## src/sv/reorder_buffer_cumulative_ack_unit_macros.svh

```systemverilog
// Assertion macros for the reorder buffer unit.
// Used by the top level; no other dependencies.
`ifndef REORDER_BUFFER_CUMULATIVE_ACK_UNIT_MACROS_SVH
`define REORDER_BUFFER_CUMULATIVE_ACK_UNIT_MACROS_SVH
`ifndef NO_ASSERTIONS
`define RBCA_ASSERT_IMP(lbl, ante, cons) \
  lbl: assert property (@(posedge clk) disable iff (!rst_n) (ante) |-> (cons)) \
    else $error("rbca assertion failed");
`define RBCA_ASSERT_NXT(lbl, ante, cons) \
  lbl: assert property (@(posedge clk) disable iff (!rst_n) (ante) |=> (cons)) \
    else $error("rbca assertion failed");
`else
`define RBCA_ASSERT_IMP(lbl, ante, cons)
`define RBCA_ASSERT_NXT(lbl, ante, cons)
`endif
`endif

```

## src/sv/rbca_pkg.sv

```systemverilog
// Types, constants and helpers of the reorder buffer unit.
// No dependencies.
`default_nettype none
package rbca_pkg;
  localparam int SEQ_W = 31;
  localparam int LEN_W = 10;
  localparam int TAG_W = 16;
  localparam int KIND_W = 2;
  localparam int DEPTH_DEF = 16;
  localparam logic [SEQ_W-1:0] START_ACK_RST = 31'd1;

  typedef enum logic [KIND_W-1:0] {
    KIND_DELIVER = 2'd0,
    KIND_CUM_ACK = 2'd1,
    KIND_DUP_ACK = 2'd2
  } kind_t;

  typedef struct packed {
    logic [SEQ_W-1:0] seq;
    logic [LEN_W-1:0] len;
    logic             fin;
    logic [TAG_W-1:0] tag;
  } entry_t;

  typedef struct packed {
    logic             valid;
    kind_t            kind;
    logic [TAG_W-1:0] tag;
    logic [SEQ_W-1:0] ack;
    logic             tend;
    logic             last;
  } res_t;

  typedef enum logic [3:0] {
    S_IDLE, S_SCAN_RD, S_SCAN_CHK, S_SH_RD, S_SH_WR, S_INS_WR,
    S_DR_RD, S_DR_CHK, S_ACK
  } state_t;

  // seq + len, saturated at the top of the sequence space
  function automatic logic [SEQ_W-1:0] end_byte(input logic [SEQ_W-1:0] s,
                                                input logic [LEN_W-1:0] l);
    logic [SEQ_W:0] sum;
    sum = {1'b0, s} + {{(SEQ_W+1-LEN_W){1'b0}}, l};
    return sum[SEQ_W] ? {SEQ_W{1'b1}} : sum[SEQ_W-1:0];
  endfunction
endpackage
`default_nettype wire

```

## src/sv/rbca_store.sv

```systemverilog
// Reorder store: one write port, one read port, registered read data.
// Depends on rbca_pkg.
`default_nettype none
module rbca_store import rbca_pkg::*; #(
  parameter int DEPTH = DEPTH_DEF,
  parameter int AW = (DEPTH > 1) ? $clog2(DEPTH) : 1
) (
  input  wire logic          clk,
  input  wire logic          rd_en,
  input  wire logic [AW-1:0] rd_addr,
  output entry_t             rd_data,
  input  wire logic          wr_en,
  input  wire logic [AW-1:0] wr_addr,
  input  wire entry_t        wr_data
);
  entry_t mem [DEPTH];

  always_ff @(posedge clk) begin
    if (wr_en) begin
      mem[wr_addr] <= wr_data;
    end
  end

  always_ff @(posedge clk) begin
    if (rd_en) begin
      rd_data <= mem[rd_addr];
    end
  end
endmodule
`default_nettype wire

```

## src/sv/rbca_ctrl.sv

```systemverilog
// Sequencer: classifies packets, inserts into the ring-ordered store,
// drains in-order successors and issues results. Depends on rbca_pkg.
`default_nettype none
module rbca_ctrl import rbca_pkg::*; #(
  parameter int DEPTH = DEPTH_DEF,
  parameter int AW = (DEPTH > 1) ? $clog2(DEPTH) : 1,
  parameter int CW = $clog2(DEPTH + 1)
) (
  input  wire logic             clk,
  input  wire logic             rst_n,
  input  wire logic             cfg_we,
  input  wire logic [SEQ_W-1:0] cfg_data,
  input  wire logic             in_valid,
  output logic                  in_ready,
  input  wire entry_t           in_item,
  input  wire logic             out_free,
  output res_t                  emit,
  output logic [CW-1:0]         count,
  output logic                  rd_en,
  output logic [AW-1:0]         rd_addr,
  input  wire entry_t           rd_data,
  output logic                  wr_en,
  output logic [AW-1:0]         wr_addr,
  output entry_t                wr_data
);
  state_t st_r, st_nxt;
  logic [SEQ_W-1:0] exp_r, exp_nxt;
  logic done_r, done_nxt;
  logic [AW-1:0] head_r, head_nxt, tail_r, tail_nxt, sp_r, sp_nxt, jp_r, jp_nxt;
  logic [CW-1:0] cnt_r, cnt_nxt, si_r, si_nxt, pos_r, pos_nxt, j_r, j_nxt;
  entry_t cur_r, cur_nxt;

  function automatic logic [AW-1:0] inc(input logic [AW-1:0] a);
    return (a == AW'(DEPTH - 1)) ? '0 : a + 1'b1;
  endfunction
  function automatic logic [AW-1:0] dec(input logic [AW-1:0] a);
    return (a == '0) ? AW'(DEPTH - 1) : a - 1'b1;
  endfunction

  logic acc, full, rd_lt, rd_eq, dmatch, scan_end, sh_end;
  logic [SEQ_W-1:0] nb;

  assign in_ready = (st_r == S_IDLE) && out_free;
  assign acc      = in_valid && in_ready;
  assign full     = (cnt_r == CW'(DEPTH));
  assign rd_lt    = rd_data.seq < cur_r.seq;
  assign rd_eq    = rd_data.seq == cur_r.seq;
  assign nb       = end_byte(cur_r.seq, cur_r.len);
  assign dmatch   = rd_data.seq == nb;
  assign scan_end = (si_r + 1'b1) == cnt_r;
  assign sh_end   = (j_r - 1'b1) == pos_r;
  assign count    = cnt_r;

  // next state
  always_comb begin
    st_nxt = st_r;
    case (st_r)
      S_IDLE: begin
        if (acc && !done_r) begin
          if (in_item.seq > exp_r) begin
            if (full) st_nxt = S_IDLE;
            else if (cnt_r == '0) st_nxt = S_INS_WR;
            else st_nxt = S_SCAN_RD;
          end else if (in_item.seq == exp_r) begin
            st_nxt = S_DR_RD;
          end
        end
      end
      S_SCAN_RD: st_nxt = S_SCAN_CHK;
      S_SCAN_CHK: begin
        if (rd_lt) st_nxt = scan_end ? S_INS_WR : S_SCAN_RD;
        else if (rd_eq) st_nxt = S_IDLE;
        else st_nxt = S_SH_RD;
      end
      S_SH_RD: st_nxt = S_SH_WR;
      S_SH_WR: st_nxt = sh_end ? S_INS_WR : S_SH_RD;
      S_INS_WR: st_nxt = S_IDLE;
      S_DR_RD: st_nxt = (cur_r.fin || cnt_r == '0) ? S_ACK : S_DR_CHK;
      S_DR_CHK: begin
        if (!dmatch) st_nxt = S_ACK;
        else if (rd_data.fin || out_free) st_nxt = S_DR_RD;
      end
      S_ACK: if (out_free) st_nxt = S_IDLE;
      default: st_nxt = S_IDLE;
    endcase
  end

  // memory requests and results
  always_comb begin
    rd_en   = 1'b0;
    rd_addr = head_r;
    wr_en   = 1'b0;
    wr_addr = jp_r;
    wr_data = cur_r;
    emit    = '0;
    case (st_r)
      S_IDLE: begin
        if (acc && !done_r) begin
          if (in_item.seq > exp_r) begin
            emit.valid = 1'b1;
            emit.kind  = KIND_DUP_ACK;
            emit.ack   = exp_r;
            emit.last  = 1'b1;
          end else if (in_item.seq == exp_r && !in_item.fin) begin
            emit.valid = 1'b1;
            emit.kind  = KIND_DELIVER;
            emit.tag   = in_item.tag;
          end
        end
      end
      S_SCAN_RD: begin
        rd_en   = 1'b1;
        rd_addr = sp_r;
      end
      S_SH_RD: begin
        rd_en   = 1'b1;
        rd_addr = dec(jp_r);
      end
      S_SH_WR: begin
        wr_en   = 1'b1;
        wr_data = rd_data;
      end
      S_INS_WR: wr_en = 1'b1;
      S_DR_RD: rd_en = !(cur_r.fin || cnt_r == '0);
      S_DR_CHK: begin
        if (dmatch && !rd_data.fin && out_free) begin
          emit.valid = 1'b1;
          emit.kind  = KIND_DELIVER;
          emit.tag   = rd_data.tag;
        end
      end
      S_ACK: begin
        emit.valid = out_free;
        emit.kind  = KIND_CUM_ACK;
        emit.ack   = nb;
        emit.tend  = cur_r.fin;
        emit.last  = 1'b1;
      end
      default: ;
    endcase
  end

  // datapath registers
  always_comb begin
    exp_nxt  = exp_r;
    done_nxt = done_r;
    head_nxt = head_r;
    tail_nxt = tail_r;
    cnt_nxt  = cnt_r;
    sp_nxt   = sp_r;
    si_nxt   = si_r;
    pos_nxt  = pos_r;
    jp_nxt   = jp_r;
    j_nxt    = j_r;
    cur_nxt  = cur_r;
    case (st_r)
      S_IDLE: begin
        if (cfg_we) exp_nxt = cfg_data;
        if (acc) begin
          cur_nxt = in_item;
          sp_nxt  = head_r;
          si_nxt  = '0;
          jp_nxt  = tail_r;
        end
      end
      S_SCAN_CHK: begin
        if (rd_lt) begin
          si_nxt = si_r + 1'b1;
          sp_nxt = inc(sp_r);
        end else if (!rd_eq) begin
          pos_nxt = si_r;
          j_nxt   = cnt_r;
        end
      end
      S_SH_WR: begin
        jp_nxt = dec(jp_r);
        j_nxt  = j_r - 1'b1;
      end
      S_INS_WR: begin
        tail_nxt = inc(tail_r);
        cnt_nxt  = cnt_r + 1'b1;
      end
      S_DR_CHK: begin
        if (dmatch && (rd_data.fin || out_free)) begin
          cur_nxt  = rd_data;
          head_nxt = inc(head_r);
          cnt_nxt  = cnt_r - 1'b1;
        end
      end
      S_ACK: begin
        if (out_free) begin
          exp_nxt  = nb;
          done_nxt = done_r | cur_r.fin;
        end
      end
      default: ;
    endcase
  end

  always_ff @(posedge clk) begin
    if (!rst_n) begin
      st_r   <= S_IDLE;
      exp_r  <= START_ACK_RST;
      done_r <= 1'b0;
      head_r <= '0;
      tail_r <= '0;
      cnt_r  <= '0;
    end else begin
      st_r   <= st_nxt;
      exp_r  <= exp_nxt;
      done_r <= done_nxt;
      head_r <= head_nxt;
      tail_r <= tail_nxt;
      cnt_r  <= cnt_nxt;
    end
  end

  always_ff @(posedge clk) begin
    sp_r  <= sp_nxt;
    si_r  <= si_nxt;
    pos_r <= pos_nxt;
    jp_r  <= jp_nxt;
    j_r   <= j_nxt;
    cur_r <= cur_nxt;
  end
endmodule
`default_nettype wire

```

## src/sv/reorder_buffer_cumulative_ack_unit.sv

```systemverilog
// Top level of the receiver reorder buffer with cumulative ack.
// Depends on rbca_pkg, rbca_store, rbca_ctrl and the macros header.
`default_nettype none
`include "reorder_buffer_cumulative_ack_unit_macros.svh"
// Takes packet headers and answers with deliver, cumulative-ack and
// duplicate-ack items. Old packets and every packet after the closing one
// give nothing. Early packets go into a ring-ordered store held in one
// single-port-read RAM (head pointer, tail pointer, fill count), sorted by
// sequence number. The sequencer handles a dropped packet in its idle state;
// an early packet takes a read and a check per entry scanned, a read and a
// write per entry shifted up and a final write (none of these when the store
// is full); an in-order packet takes a read and a check per drained entry and
// then the ack (after a read and check of a stored entry that does not
// continue the run, if there is one). Result stalls add to this.
// One output register decouples the result side;
// an item is taken only while that register is free or being emptied.
// Writing cfg_data (start ack) also reloads the expected byte; do it idle.
module reorder_buffer_cumulative_ack_unit import rbca_pkg::*; #(
  parameter int REORDER_DEPTH = DEPTH_DEF
) (
  input  wire logic        clk,
  input  wire logic        rst_n,
  input  wire logic        cfg_we,
  input  wire logic [30:0] cfg_data,
  input  wire logic        in_tvalid,
  output logic             in_tready,
  input  wire logic [63:0] in_tdata,   // seq_number, payload_length, payload_tag
  input  wire logic        in_tlast,   // end_flag
  output logic             out_tvalid,
  input  wire logic        out_tready,
  output logic [47:0]      out_tdata,  // delivered_tag, ack_number, transfer_end
  output logic [1:0]       out_tuser,  // kind
  output logic             out_tlast   // last
);
  localparam int AW = (REORDER_DEPTH > 1) ? $clog2(REORDER_DEPTH) : 1;
  localparam int CW = $clog2(REORDER_DEPTH + 1);

  entry_t in_item, rd_data, wr_data;
  res_t emit;
  logic rd_en, wr_en, out_free;
  logic [AW-1:0] rd_addr, wr_addr;
  logic [CW-1:0] count;

  // payload register of the result side
  logic out_valid_r;
  logic [TAG_W-1:0] o_tag_r;
  logic [SEQ_W-1:0] o_ack_r;
  logic o_tend_r, o_last_r;
  kind_t o_kind_r;

  assign in_item.seq = in_tdata[30:0];
  assign in_item.len = in_tdata[40:31];
  assign in_item.tag = in_tdata[56:41];
  assign in_item.fin = in_tlast;

  assign out_free = !out_valid_r || out_tready;

  rbca_ctrl #(.DEPTH(REORDER_DEPTH), .AW(AW), .CW(CW)) u_ctrl (
    .clk, .rst_n, .cfg_we, .cfg_data,
    .in_valid(in_tvalid), .in_ready(in_tready), .in_item,
    .out_free, .emit, .count,
    .rd_en, .rd_addr, .rd_data, .wr_en, .wr_addr, .wr_data
  );

  rbca_store #(.DEPTH(REORDER_DEPTH), .AW(AW)) u_store (
    .clk, .rd_en, .rd_addr, .rd_data, .wr_en, .wr_addr, .wr_data
  );

  always_ff @(posedge clk) begin
    if (!rst_n) begin
      out_valid_r <= 1'b0;
    end else if (emit.valid) begin
      out_valid_r <= 1'b1;   // ctrl only emits when the register is free
    end else if (out_tready) begin
      out_valid_r <= 1'b0;
    end
  end

  always_ff @(posedge clk) begin
    if (emit.valid) begin
      o_kind_r <= emit.kind;
      o_tag_r  <= emit.tag;
      o_ack_r  <= emit.ack;
      o_tend_r <= emit.tend;
      o_last_r <= emit.last;
    end
  end

  assign out_tvalid = out_valid_r;
  assign out_tdata  = {o_tend_r, o_ack_r, o_tag_r};
  assign out_tuser  = o_kind_r;
  assign out_tlast  = o_last_r;

  `RBCA_ASSERT_IMP(a_cnt_bound, 1'b1, count <= CW'(REORDER_DEPTH))
  `RBCA_ASSERT_IMP(a_acc_free, in_tvalid && in_tready, !out_valid_r || out_tready)
  `RBCA_ASSERT_IMP(a_deliver_not_last, out_tvalid && out_tuser == KIND_DELIVER,
                   !out_tlast)
  `RBCA_ASSERT_IMP(a_emit_free, emit.valid, out_free)
endmodule
`default_nettype wire

```

## config.mk

```make
export PLATFORM = sky130hd
export DESIGN_NAME = reorder_buffer_cumulative_ack_unit
export DESIGN_NICKNAME = d
export VERILOG_FILES = /design/src/sv/rbca_pkg.sv /design/src/sv/rbca_store.sv /design/src/sv/rbca_ctrl.sv /design/src/sv/reorder_buffer_cumulative_ack_unit.sv
export VERILOG_INCLUDE_DIRS = /design/src /design/src/sv
export SDC_FILE = /design/constraint.sdc
export NUM_CORES = 2
export LEC_CHECK = 0
export BUFFER_PORTS_ARGS = -buffer_cell sky130_fd_sc_hd__buf_2
export CORE_MARGIN = 2
export CORE_UTILIZATION = 55
export CTS_BUF_LIST = sky130_fd_sc_hd__clkbuf_8
export DETAILED_ROUTE_END_ITERATION = 6
export PLACE_DENSITY = 0.72
export SYNTH_ARGS = -nofsm -noshare
export SYNTH_HDL_FRONTEND = slang
export SYNTH_HIERARCHICAL = 1
export SYNTH_SLANG_ARGS = --single-unit
```

## constraint.sdc

```tcl
create_clock -name clk -period 10.44 [get_ports clk]
set_clock_uncertainty 0.2 [all_clocks]
set_input_delay 2.088 -clock clk [delete_from_list [all_inputs] [get_ports clk]]
set_output_delay 2.088 -clock clk [all_outputs]
set_load 0.01 [all_outputs]
```

==> impl_results.md <==
- Final GP Congestion: between 0.9 and 1
- Root buffer cell: clkbuf_8
- Total gr overflow: 0
- DP Cell Count: ~4200
- Max-Slew Margin vs Limit: 19.3%
- RR Startpoint: u_ctrl/cur_r[17]$_DFFE_PP_
- Routed vias/inst: 6.26
- Detail Route Antenna Nets: 0
- Dpl cell area: ~51000 um^2
- Die area: between 90000 and 100000 um^2
- Clock power share: roughly a quarter
- Initial DRC count: 3495
- GRT Util Overall: 26.8%
- Setup violations, final: 0
- Final instance area: between 50000 and 60000 um^2
- Synthesized netlist cell count: approximately 3000
- Hold path endpoint: u_ctrl/pos_r[4]$_DFFE_PP_
- Power share of the sequential group: a little under half
- CP endpoint kind: flip-flop
- Die width: between 300 and 400 um
- Async SR Flop Fraction: 0%
- Internal power: about 9.5 mW
- Sum Neg Setup Slack: 0 ps
- CTS clk-pin slew, worst paths: about 60 ps
- Dpl hpwl: 69700 um
- Hold Startpoint: u_ctrl/si_r[4]$_SDFFCE_PN0P_
- Switching power: about 4.6 mW
- Synth Flop Type: edfxtp_1
- Fin crit period: about 7000 ps
- Resized cells post-CTS: 0
- Worst Tran Pin Value: around 1200 ps
- Largest net degree at the start of global routing: approximately 160
- Failing checks: DRC
- Initial core utilization: a little under three fifths
- Clock sinks: approximately 1200
- Yosys reg bits: between 1000 and 1500
- Hold slack: 291 ps
- Layout Utilization: roughly three fifths
- Power Dens Cells: around 260 nW/um^2
- Cts bufs inserted: between 150 and 200
- Clk_lat worst skew: around 860 ps
- DR pass1 iterations: 7
- IO Count: ~150
- RSZ-0062 raised after global routing: no
- Die Span Y: slightly above 300 um
- Tot Pwr: about 14 mW
- Fill cells: around 6300
- Fmax: approximately 150 MHz
- H-tree levels: 4
- Hold Path Stages: 0
- Residual DRC: 12
- Core area: 88400 um^2
- Critical path arrival: approximately 7100 ps
- Area delta synth->final: 11.4%
- Pleak: between 15 and 20 nW
- EDFF count, synth: between 1000 and 1500
- Finished Layout Cells: roughly 4500
- Area occupied by multi-input gates: between 10000 and 15000 um^2
- Status: complete, but fails checks
- Sw Ratio: 32.7%
- Yosys warnings: 6
- Layout cells sized above 1: approximately 23%
- Max-cap violations: 0
- R2R Path End: u_ctrl/cur_r[19]$_DFFE_PP_
- TritonCTS clock tree: yes
- Routed via count: between 20000 and 30000
- Sequential fraction of the synthesis area: a little over two thirds
- Register cell area after layout: 34600 um^2
- Final net count: roughly 3400
- Cell area after synthesis: ~50000 um^2
- Pins Over Slew Limit: 0
- Worst hold path class: flip-flop to flip-flop
- First-pass GRT wire length: approximately 180000 um
- Post-CTS Hold Fix Bufs: 0
- Synthesized area per cell: ~17 um^2
- Syn Nets: between 3000 and 4000
- Max Fanout on Critical Path: 40
- Routed wire per std cell: 26.8 um
- Yosys cell types: 82
- Worst vdd ir: between 0.0002 and 0.0003 V
- Worst endpoint required time: around 11000 ps
- Crit start category: flip-flop
- Place WS: 3700 ps
- R2r worst-path depth: 13
- Row count: around 110
- Comb power frac: between 20 and 30%
- R2r setup slk: roughly 3600 ps
- Final hold vios: 0
- Initial antenna violation count: 2
- Tcrit/Tclk final: approximately 66%
- CTS max path bufs: 3
- WS Path Type: flip-flop to flip-flop
- Port Buffers: roughly 150
- Vias in the first global route: a little under 30000
- Final worst slack: 3590 ps
- Post-CTS Setup Repair Bufs: 0
- WL final: about 120000 um
-- routing by layer --
metal	routed length, um	vias to the layer above	GRT usage [%]
met2	57700	1503	42.6
met1	48400	14378	37.7
met5	0	-	0
met3	11100	232	4.79
met4	3910	0	10.1
li1	-	12244	-
-- worst max path at each step --
| stage | to | cells after the start | start | slack, ps |
|---|---|---|---|---|
| after floorplan | u_store/mem[0][0]$_DFFE_PP_ | 5 | u_ctrl/st_r[2]$_SDFFE_PN0P_ | 4260 |
| after global placement | u_ctrl/cur_r[19]$_DFFE_PP_ | 13 | u_ctrl/cur_r[17]$_DFFE_PP_ | 3790 |
| after detailed placement | u_ctrl/cur_r[35]$_DFFE_PP_ | 13 | u_ctrl/cur_r[17]$_DFFE_PP_ | 3700 |
| after CTS | u_ctrl/cur_r[19]$_DFFE_PP_ | 13 | u_ctrl/cur_r[17]$_DFFE_PP_ | 3650 |
| after global routing | u_ctrl/cur_r[19]$_DFFE_PP_ | 13 | u_ctrl/cur_r[17]$_DFFE_PP_ | 3380 |
| final | u_ctrl/cur_r[19]$_DFFE_PP_ | 13 | u_ctrl/cur_r[17]$_DFFE_PP_ | 3590 |
-- state kept, by name (all words and copies together) (netlist names) --
register	cells
u_ctrl/si_r	5
u_ctrl/sp_r	4
u_ctrl/pos_r	5
o_tend_r	1
u_ctrl/cur_r	58
u_ctrl/st_r	4
u_ctrl/done_r	1
out_tlast	1
u_ctrl/tail_r	4
u_store/rd_data	58
o_ack_r	31
u_store/mem	928
u_ctrl/j_r	5
o_tag_r	16
u_ctrl/exp_r	31
out_tvalid	1
u_ctrl/head_r	4
u_ctrl/count	5
out_tuser	2
u_ctrl/wr_addr	4
-- synth_stat cells (17+ instances only) --
library cell / count / area share [%]
mux2_2: 32 / 0.73
ha_1: 82 / 2.1
dfxtp_1: 50 / 2.0
mux4_2: 232 / 11
a22oi_1: 117 / 1.8
buf_2: 25 / 0.25
a21oi_1: 114 / 1.2
inv_1: 85 / 0.65
xnor2_1: 36 / 0.64
nand3_1: 27 / 0.28
a21o_1: 44 / 0.67
nor3_1: 31 / 0.32
edfxtp_1: 1118 / 68
o21ai_0: 90 / 0.92
clkbuf_1: 85 / 0.65
nand2_1: 349 / 2.7
a22o_1: 17 / 0.30
nand4_1: 32 / 0.41
nor2_1: 114 / 0.87
-- area by class of cell --
cell class | instances | share of cell area (%)
clock inverters | 148 | 1.43
repair buffers | 224 | 2.43
inverters | 85 | 0.583
flip-flops and latches | 1168 | 63.2
multi-input cells | 1550 | 25.0
well taps | 1165 | 2.66
clock buffers | 185 | 4.65
diodes | 2 | 0.00915
-- critical path: stages, from the launching register on --
cell      delay, ps
edfxtp_1        540
ha_1            320
fa_1            410
a21o_1          240
a221oi_4        400
o21a_1          540
nor2_1          120
xnor2_1         360
o221ai_1        160
nor4b_1         880
nand4_1         470
or2_2           450
nand2_2         590
buf_4           730
-- power groups by stage --
stage / registers [mW] / logic, mW / clock network [mW]
final: 6.59 / 4.00 / 3.51
after global routing: 6.62 / 4.34 / 3.78
after global placement: 6.65 / 3.83 / 0
after floorplan: 6.61 / 2.70 / 0
after detailed placement: 6.68 / 3.96 / 0
after CTS: 6.59 / 3.98 / 3.59
-- cells in the final DEF (no fill, tap or decap), drive strengths merged, types with 92 or more instances in the layout --
cell    netlist  routed
nand2       349     349
mux4        232     232
clkbuf       85     185
buf          64     224
inv          85     152
a21oi       114     114
nor2        115     115
edfxtp     1118    1118
a22oi       117     117
o21ai        92      92
-- kinds of logic (layout without fill, tap and decap cells) --
family / count (synthesis) / in the layout / share of synthesized area, %
adders and majority gates: 84 / 84 / 2.17
muxes: 277 / 277 / 11.6
DFF: 1168 / 1168 / 70.4
and+or+nand+nor: 649 / 649 / 5.96
AOI/OAI and AO/OA: 486 / 486 / 6.65
xor gates and xnor gates: 54 / 54 / 1.05
buffers and inverters: 234 / 642 / 2.11
other: 0 / 2 / 0
No activity file was read; power rests on OpenSTA's default activity.
